`src/hdl/mexp_pkg.sv`:
```
`default_nettype none

package mexp_pkg;

    // operand selection for the shared modular multiplier
    typedef enum logic [1:0] {
        OP_REDUCE,
        OP_ACC,
        OP_SQUARE
    } t_mul_op;

    // commands from controller to datapath
    typedef struct packed {
        logic    load;
        logic    mul_start;
        t_mul_op mul_op;
        logic    shift_exp;
        logic    emit;
    } t_dp_cmd;

    // status from datapath to controller
    typedef struct packed {
        logic mul_done;
        logic exp_bit;
        logic exp_zero;
        logic mod_small;
    } t_dp_stat;

endpackage

`default_nettype wire

```
`src/hdl/mexp_ctrl.sv`:
```
`default_nettype none

module mexp_ctrl (
    input  wire logic               i_clk,
    input  wire logic               i_rst_n,
    input  wire logic               i_start,
    output logic                    o_busy,
    input  wire mexp_pkg::t_dp_stat i_stat,
    output mexp_pkg::t_dp_cmd       o_cmd
);
    import mexp_pkg::*;

    typedef enum logic [2:0] {
        S_IDLE,
        S_REDUCE,
        S_RED_WAIT,
        S_BIT,
        S_ACC_WAIT,
        S_SQ_WAIT,
        S_DONE
    } t_state;

    t_state r_state, n_state;
    logic   r_busy, n_busy;

    // next state and commands
    always_comb begin
        n_state = r_state;
        n_busy  = r_busy;
        o_cmd   = '0;
        case (r_state)
            S_IDLE: begin
                if (i_start && !r_busy) begin
                    o_cmd.load = 1'b1;
                    n_busy     = 1'b1;
                    n_state    = i_stat.mod_small ? S_DONE : S_REDUCE;
                end
            end
            S_REDUCE: begin
                o_cmd.mul_start = 1'b1;
                o_cmd.mul_op    = OP_REDUCE;
                n_state         = S_RED_WAIT;
            end
            S_RED_WAIT: begin
                if (i_stat.mul_done) begin
                    n_state = S_BIT;
                end
            end
            S_BIT: begin
                // stop as soon as no set exponent bit remains
                if (i_stat.exp_zero) begin
                    n_state = S_DONE;
                end else if (i_stat.exp_bit) begin
                    o_cmd.mul_start = 1'b1;
                    o_cmd.mul_op    = OP_ACC;
                    n_state         = S_ACC_WAIT;
                end else begin
                    o_cmd.mul_start = 1'b1;
                    o_cmd.mul_op    = OP_SQUARE;
                    n_state         = S_SQ_WAIT;
                end
            end
            S_ACC_WAIT: begin
                if (i_stat.mul_done) begin
                    o_cmd.mul_start = 1'b1;
                    o_cmd.mul_op    = OP_SQUARE;
                    n_state         = S_SQ_WAIT;
                end
            end
            S_SQ_WAIT: begin
                if (i_stat.mul_done) begin
                    o_cmd.shift_exp = 1'b1;
                    n_state         = S_BIT;
                end
            end
            S_DONE: begin
                o_cmd.emit = 1'b1;
                n_busy     = 1'b0;
                n_state    = S_IDLE;
            end
            default: begin
                n_busy  = 1'b0;
                n_state = S_IDLE;
            end
        endcase
    end

    // state and busy flag
    always_ff @(posedge i_clk) begin
        if (!i_rst_n) begin
            r_state <= S_IDLE;
            r_busy  <= 1'b0;
        end else begin
            r_state <= n_state;
            r_busy  <= n_busy;
        end
    end

    assign o_busy = r_busy;

endmodule

`default_nettype wire

```
`src/hdl/mexp_dp.sv`:
```
`default_nettype none

module mexp_dp #(
    parameter int WIDTH = 32
) (
    input  wire logic               i_clk,
    input  wire logic               i_rst_n,
    input  wire logic [WIDTH-1:0]   i_base,
    input  wire logic [WIDTH-1:0]   i_exponent,
    input  wire logic               i_modulus_we,
    input  wire logic [WIDTH-1:0]   i_modulus,
    input  wire mexp_pkg::t_dp_cmd  i_cmd,
    output mexp_pkg::t_dp_stat      o_stat,
    output logic [WIDTH-1:0]        o_power,
    output logic                    o_done
);
    import mexp_pkg::*;

    localparam int CW = $clog2(WIDTH + 1);
    localparam int WX = WIDTH + 2;
    localparam logic [CW-1:0] STEPS = CW'(WIDTH);
    localparam logic [CW-1:0] LAST  = CW'(1);
    localparam logic [WIDTH-1:0] ONE = WIDTH'(1);

    logic [WIDTH-1:0] r_mod;
    logic [WIDTH-1:0] r_base;
    logic [WIDTH-1:0] r_e;
    logic [WIDTH-1:0] r_sq;
    logic [WIDTH-1:0] r_acc;
    logic [WIDTH-1:0] r_power;
    logic             r_done;

    // shared shift-add modular multiplier
    logic [WIDTH-1:0] r_mx;
    logic [WIDTH-1:0] r_my;
    logic [WIDTH-1:0] r_macc;
    logic [CW-1:0]    r_mcnt;
    logic             r_mbusy;
    logic             r_mdone;
    t_mul_op          r_mop;

    logic [WIDTH-1:0] w_opx, w_opy;
    logic [WX-1:0]    w_sum, w_m1, w_m2, w_red;
    logic             w_last;

    // operand selection at multiplier start
    always_comb begin
        case (i_cmd.mul_op)
            OP_REDUCE: begin
                w_opx = ONE;
                w_opy = r_base;
            end
            OP_ACC: begin
                w_opx = r_acc;
                w_opy = r_sq;
            end
            OP_SQUARE: begin
                w_opx = r_sq;
                w_opy = r_sq;
            end
            default: begin
                w_opx = r_sq;
                w_opy = r_sq;
            end
        endcase
    end

    // one multiplier step: 2*acc plus x if the bit is set, below 3m, then reduce
    always_comb begin
        w_sum = {1'b0, r_macc, 1'b0} + (r_my[WIDTH-1] ? {2'b00, r_mx} : '0);
        w_m1  = {2'b00, r_mod};
        w_m2  = {1'b0, r_mod, 1'b0};
        if (w_sum >= w_m2) begin
            w_red = w_sum - w_m2;
        end else if (w_sum >= w_m1) begin
            w_red = w_sum - w_m1;
        end else begin
            w_red = w_sum;
        end
    end

    assign w_last = r_mbusy && (r_mcnt == LAST);

    // control registers
    always_ff @(posedge i_clk) begin
        if (!i_rst_n) begin
            r_mod   <= WIDTH'(2);
            r_mbusy <= 1'b0;
            r_mdone <= 1'b0;
            r_mcnt  <= '0;
            r_done  <= 1'b0;
        end else begin
            if (i_modulus_we) begin
                r_mod <= i_modulus;
            end
            r_mdone <= 1'b0;
            r_done  <= i_cmd.emit;
            if (i_cmd.mul_start) begin
                r_mbusy <= 1'b1;
                r_mcnt  <= STEPS;
            end else if (r_mbusy) begin
                r_mcnt <= r_mcnt - LAST;
                if (w_last) begin
                    r_mbusy <= 1'b0;
                    r_mdone <= 1'b1;
                end
            end
        end
    end

    // operand and result registers
    always_ff @(posedge i_clk) begin
        if (i_cmd.load) begin
            r_base <= i_base;
            r_e    <= i_exponent;
            r_acc  <= ONE;
        end else if (i_cmd.shift_exp) begin
            r_e <= r_e >> 1;
        end
        if (i_cmd.mul_start) begin
            r_mx   <= w_opx;
            r_my   <= w_opy;
            r_macc <= '0;
            r_mop  <= i_cmd.mul_op;
        end else if (r_mbusy) begin
            r_macc <= w_red[WIDTH-1:0];
            r_my   <= r_my << 1;
            if (w_last) begin
                if (r_mop == OP_ACC) begin
                    r_acc <= w_red[WIDTH-1:0];
                end else begin
                    r_sq <= w_red[WIDTH-1:0];
                end
            end
        end
        if (i_cmd.emit) begin
            r_power <= o_stat.mod_small ? '0 : r_acc;
        end
    end

    // status back to the controller
    assign o_stat.mul_done  = r_mdone;
    assign o_stat.exp_bit   = r_e[0];
    assign o_stat.exp_zero  = ~|r_e;
    assign o_stat.mod_small = ~|r_mod[WIDTH-1:1];

    assign o_power = r_power;
    assign o_done  = r_done;

endmodule

`default_nettype wire

```
`src/hdl/modular_exponentiation.sv`:
```
// the shared shift-add multiplier first reduces the base; then for each exponent bit the
// controller tests the bit, multiplies into the accumulator if it is set, and squares
// a zero exponent gives one after the reduction alone; modulus below two skips the multiplier and gives zero
// throughput: one item at a time, the next is taken the cycle busy is low again
// o_done strobes for one cycle with o_power; the receiver cannot stall
// synchronous active-low reset sets modulus to 2 and returns to idle
`default_nettype none

module modular_exponentiation #(
    parameter int WIDTH = 32
) (
    input  wire logic             i_clk,
    input  wire logic             i_rst_n,
    input  wire logic             start,
    output logic                  busy,
    input  wire logic [WIDTH-1:0] i_base,
    input  wire logic [WIDTH-1:0] i_exponent,
    input  wire logic             i_modulus_we,
    input  wire logic [WIDTH-1:0] i_modulus,
    output logic [WIDTH-1:0]      o_power,
    output logic                  o_done
);
    import mexp_pkg::*;

    t_dp_cmd  w_cmd;
    t_dp_stat w_stat;

    // sequencer
    mexp_ctrl u_ctrl (
        .i_clk   (i_clk),
        .i_rst_n (i_rst_n),
        .i_start (start),
        .o_busy  (busy),
        .i_stat  (w_stat),
        .o_cmd   (w_cmd)
    );

    // registers and modular multiplier
    mexp_dp #(
        .WIDTH (WIDTH)
    ) u_dp (
        .i_clk        (i_clk),
        .i_rst_n      (i_rst_n),
        .i_base       (i_base),
        .i_exponent   (i_exponent),
        .i_modulus_we (i_modulus_we),
        .i_modulus    (i_modulus),
        .i_cmd        (w_cmd),
        .o_stat       (w_stat),
        .o_power      (o_power),
        .o_done       (o_done)
    );

endmodule

`default_nettype wire

```
`config.mk`:
```
export PLATFORM = sky130hd
export DESIGN_NAME = modular_exponentiation
export DESIGN_NICKNAME = d
export VERILOG_FILES = /design/src/hdl/mexp_pkg.sv /design/src/hdl/mexp_ctrl.sv /design/src/hdl/mexp_dp.sv /design/src/hdl/modular_exponentiation.sv
export SDC_FILE = /design/constraint.sdc
export NUM_CORES = 1
export LEC_CHECK = 0
export BUFFER_PORTS_ARGS = -buffer_cell sky130_fd_sc_hd__buf_2
export CAP_MARGIN = 20
export CORE_MARGIN = 4
export CORE_UTILIZATION = 40
export CTS_CLUSTER_SIZE = 8
export DETAILED_ROUTE_END_ITERATION = 16
export GPL_ROUTABILITY_DRIVEN = 0
export PLACE_DENSITY = 0.6
export SLEW_MARGIN = 10
export SYNTH_ARGS = -nofsm -noshare
export SYNTH_HDL_FRONTEND = slang
export SYNTH_HIERARCHICAL = 1
export SYNTH_SLANG_ARGS = --single-unit
export TNS_END_PERCENT = 1
```
`constraint.sdc`:
```
create_clock -name i_clk -period 6.2 [get_ports i_clk]
set_input_delay 0.31 -clock i_clk [delete_from_list [all_inputs] [get_ports i_clk]]
set_output_delay 0.31 -clock i_clk [all_outputs]
set_load 0.05 [all_outputs]
```
==> reports/qor.yml <==
status: "complete, no violations"
netlist_area_um2: 18100
synth_top_family_by_area: "compound AO/OA/AOI/OAI gates"
insertion_delay_ns: 0.57
avgSynthCellArea_um2: 9.93
leakage_uw: 0.00876
synth_top_cell_area_share: 0.322
synthSimpleGateAreaFrac: 0.158
worstPathBufferInverterCount: 2
ys_seq_elements: 303
max_freq_ghz: 0.168
nFillCells: 4148
synth_top_cell_by_area: "edfxtp_1"
r2r_setup_slack_ns: 0.26
power_frac_seq: 0.221
drive_gt1_frac: 0.153
cp_top_family: "compound AO/OA/AOI/OAI gates"
coreArea_um2: 44500
report.final.hold_viol_count: 0
cts_max_path_buffers: 3
cts.reportedPaths.clkPinSlew_ns: 0.05
fin_ws_ns: 0.264
crit_cells: 20
setup_tns_ns: 0
worstPathCellList: "buf_4, and2_1, ha_1, a211o_1, a21oi_1, o21a_1, a21oi_2, o311a_1, a311o_1, ha_1, nand2_1, nor3_1, nand2_1, a31oi_1, nor2_1, a211o_2, nand3_4, mux2_1, o21ai_1, inv_1"
start_util: 0.406
max_stage_delay_ns: 0.52
cts.htree.levels: 2
clockRootBuffer: "clkbuf_16"
global_route.usage.total: 0.211
ys.flop_type: "edfxtp_1"
fin_crit_ns: 5.94
dieHeight_um: 221
antenna_found_initial: 0
cp.required_ns: 6.50
worstMarginPinSlew_ns: 1.09
crit_type: "reg2reg"
cts_buffers: 44
yosysSeqAreaShare: 0.443
drt_iter0_markers: 1198
wirelength_mm: 52.8
pwr-share-clk: 0.179
synthToLayoutAreaGrowth_pct: 18.1
synth_adder_area_share: 0.0704
clock_skew_ns: 0.0299
synthArstFlopShare: 0
drc: 0
ys_top_cells_by_area: "edfxtp_1, dfxtp_1, ha_1"
critPathSlowestCell: "edfxtp_1"
clkSinkCount: 303
die-area_um2: 48700
ys_types: 88
grt_pass1_vias: 14400
dp_slack_ns: 0.136
cts_tree: "yes"
crit_end: "u_dp/r_sq[1]"
first_pass_iters: 5
p_switching_uw: 5810
synth_compound_area_frac: 0.184
reg2reg_to: "u_dp/r_sq[1]"
fin_util: 0.480
cp.arrival_ns: 6.24
rsz0062_at_grt: "true"
grt_max_degree: 69
internal-power_uw: 6940
grt_overflow: 0
p_per_area_nw_per_um2: 597
startpoint: "u_dp/r_my[31]"
num_vias: 14800
ant_nets: 0
yosysWarningCount: 6
synth_fp_nets: 2022
ff2ff_path_depth: 20
num_rows: 77
syn_inst: 1822
r2r-start: "u_dp/r_my[31]"
endpoint_kind: "register"
drv_slew: 0
grt_first_pass_wirelength_mm: 80.1
pwr-share-comb: 0.600
slew_headroom: 0.270
synth-edff-count: 194
synth-xor-area-share: 0.0368
peakVddDrop_mv: 0.327
yosys-mux-area-fraction: 0.0699
cp_max_fo: 22
io_buffers: 133
hold_depth: 3
final_nets: 2209
via_per_inst: 5.63
dp_hpwl_mm: 38.7
setup.worst_path.start_class: "register"
hold_path.class: "in2reg"
diodes: 0
die_w_um: 221
post-route-period-util: 0.957
switching_share: 0.456
setup_viol: 0
wire_per_inst_um: 20.0
cap_violations: 0
ioPinCount: 134
-- layout make-up --
type	instances	area, um2	area share
multi-input combinational	1353	9490	0.444
timing repair buffer	222	1490	0.0696
tap	592	741	0.0347
inverter	85	322	0.0151
clock buffer	77	1270	0.0593
sequential	303	8010	0.375
clock inverter	3	45.0	0.00211
-- power by group through the flow --
| stage | registers (uW) | clock network [uW] | logic [uW] |
|---|---|---|---|
| 6_report | 2820 | 2280 | 7660 |
| 4_1_cts | 2820 | 2340 | 7460 |
| 3_5_place_dp | 2850 | 0 | 7400 |
| 5_1_grt | 2840 | 2430 | 8320 |
| 3_3_place_gp | 2850 | 0 | 7300 |
| 2_1_floorplan | 2780 | 0 | 5290 |
-- cell usage after synthesis, drive strengths merged (6+ instances only) --
cell type,instances
a211o,7
a211oi,34
mux2i,78
a311oi,6
nand3,43
or3,8
a31o,6
nor4,20
a21o,45
nor2b,80
inv,85
a31oi,18
o21a,19
nand2,121
nor3b,7
buf,21
nor3,28
o211ai,13
o21bai,13
a32oi,6
nor2,145
a21boi,8
ha,97
o21ai,98
xor2,28
nand2b,9
and2,44
o31ai,13
clkbuf,61
dfxtp,109
edfxtp,194
a22o,20
a221oi,6
a21oi,129
mux2,43
nand4,17
and3,27
xnor2,48
o22ai,7
-- sequential cells by signal (all words and copies together) (netlist names) --
register	count
u_ctrl/o_busy	1
u_ctrl/r_state	3
u_dp/o_done	1
u_dp/o_power	32
u_dp/r_acc	32
u_dp/r_base	32
u_dp/r_e	32
u_dp/r_macc	32
u_dp/r_mbusy	1
u_dp/r_mcnt	6
u_dp/r_mdone	1
u_dp/r_mod	32
u_dp/r_mop	2
u_dp/r_mx	32
u_dp/r_my	32
u_dp/r_sq	32
-- through the flow --
stage / total power [uW] / hold slack, ns / cell area [um2] / std cells
final: 12800 / 0.0236 / 21400 / 2635
after global routing: 13600 / 0.0203 / 21400 / 2635
after CTS: 12600 / 0.000905 / 21300 / 2631
after detailed placement: 10200 / 0.468 / 19500 / 2503
after global placement: 10100 / 0.460 / 19500 / 2502
after floorplan: 8060 / 0.409 / 18100 / 1822
-- metal layers --
metal | wire (um) | share of wire | vias to the layer above | GRT usage
met5 | 0 | 0 | - | 0
met4 | 2020 | 0.038 | 0 | 0.0861
met3 | 2570 | 0.049 | 112 | 0.0338
met2 | 26400 | 0.50 | 427 | 0.368
met1 | 21800 | 0.41 | 7141 | 0.259
li1 | - | - | 7148 | -
-- cell usage in the layout (no fill, tap or decap), drive strengths merged, types with 6 or more instances in the layout --
| cell type | Yosys | routed |
|---|---|---|
| o21ai | 98 | 98 |
| nand2b | 9 | 9 |
| o21a | 19 | 19 |
| or3 | 8 | 8 |
| clkbuf | 61 | 77 |
| a21o | 45 | 45 |
| nand4 | 17 | 17 |
| a22o | 20 | 20 |
| mux2i | 78 | 78 |
| o31ai | 13 | 13 |
| a221oi | 6 | 6 |
| nor2 | 145 | 145 |
| buf | 21 | 174 |
| a31o | 6 | 6 |
| xnor2 | 48 | 48 |
| edfxtp | 194 | 194 |
| nand2 | 121 | 121 |
| a31oi | 18 | 18 |
| and3 | 27 | 27 |
| inv | 85 | 87 |
| a32oi | 6 | 6 |
| mux2 | 43 | 43 |
| a21boi | 8 | 8 |
| o22ai | 7 | 7 |
| xor2 | 28 | 28 |
| dfxtp | 109 | 109 |
| nand3 | 43 | 44 |
| nor3 | 28 | 28 |
| o211ai | 13 | 13 |
| and2 | 44 | 44 |
| dlygate4sd3 | 0 | 48 |
| a211oi | 34 | 34 |
| nor3b | 7 | 7 |
| nor2b | 80 | 80 |
| a311oi | 6 | 6 |
| nor4 | 20 | 20 |
| a211o | 7 | 7 |
| o21bai | 13 | 13 |
| ha | 97 | 97 |
| a21oi | 129 | 129 |
-- worst register-to-register path: cells and delay by family, from the launching register on --
kind / cells / cell delay (ns)
AO/OA/AOI/OAI: 9 / 2.72
multiplexers: 1 / 0.36
adder cells (fa/ha/maj): 2 / 0.72
AND/OR/NAND/NOR: 6 / 1.01
buffers and inverters: 2 / 0.35
flip-flops: 1 / 0.52
-- timing repair --
item	4_1_cts	5_1_grt
hold buffers	48	0
setup buffers	0	3
endpoints found under the hold margin	48	0
setup endpoints to repair	0	79
resized for setup	0	8
-- logic make-up after synthesis --
| logic type | Yosys count |
|---|---|
| muxes | 121 |
| xor gates and xnor gates | 76 |
| and+or+nand+nor | 565 |
| AOI/OAI and AO/OA | 490 |
| DFF | 303 |
| buffers and inverters | 167 |
| adders and majority gates | 100 |
-- worst min-delay path by stage --
stage | to | from
5_1_grt | u_dp/r_mod[7] | i_modulus[7]
6_report | u_dp/r_mod[7] | i_modulus[7]
2_1_floorplan | u_dp/r_base[0] | i_base[0]
4_1_cts | u_dp/r_mod[27] | i_modulus[27]
3_3_place_gp | u_dp/r_acc[17] | u_dp/r_acc[17]
3_5_place_dp | u_dp/r_acc[18] | u_dp/r_acc[18]
Power figures use the tool's default switching activity.
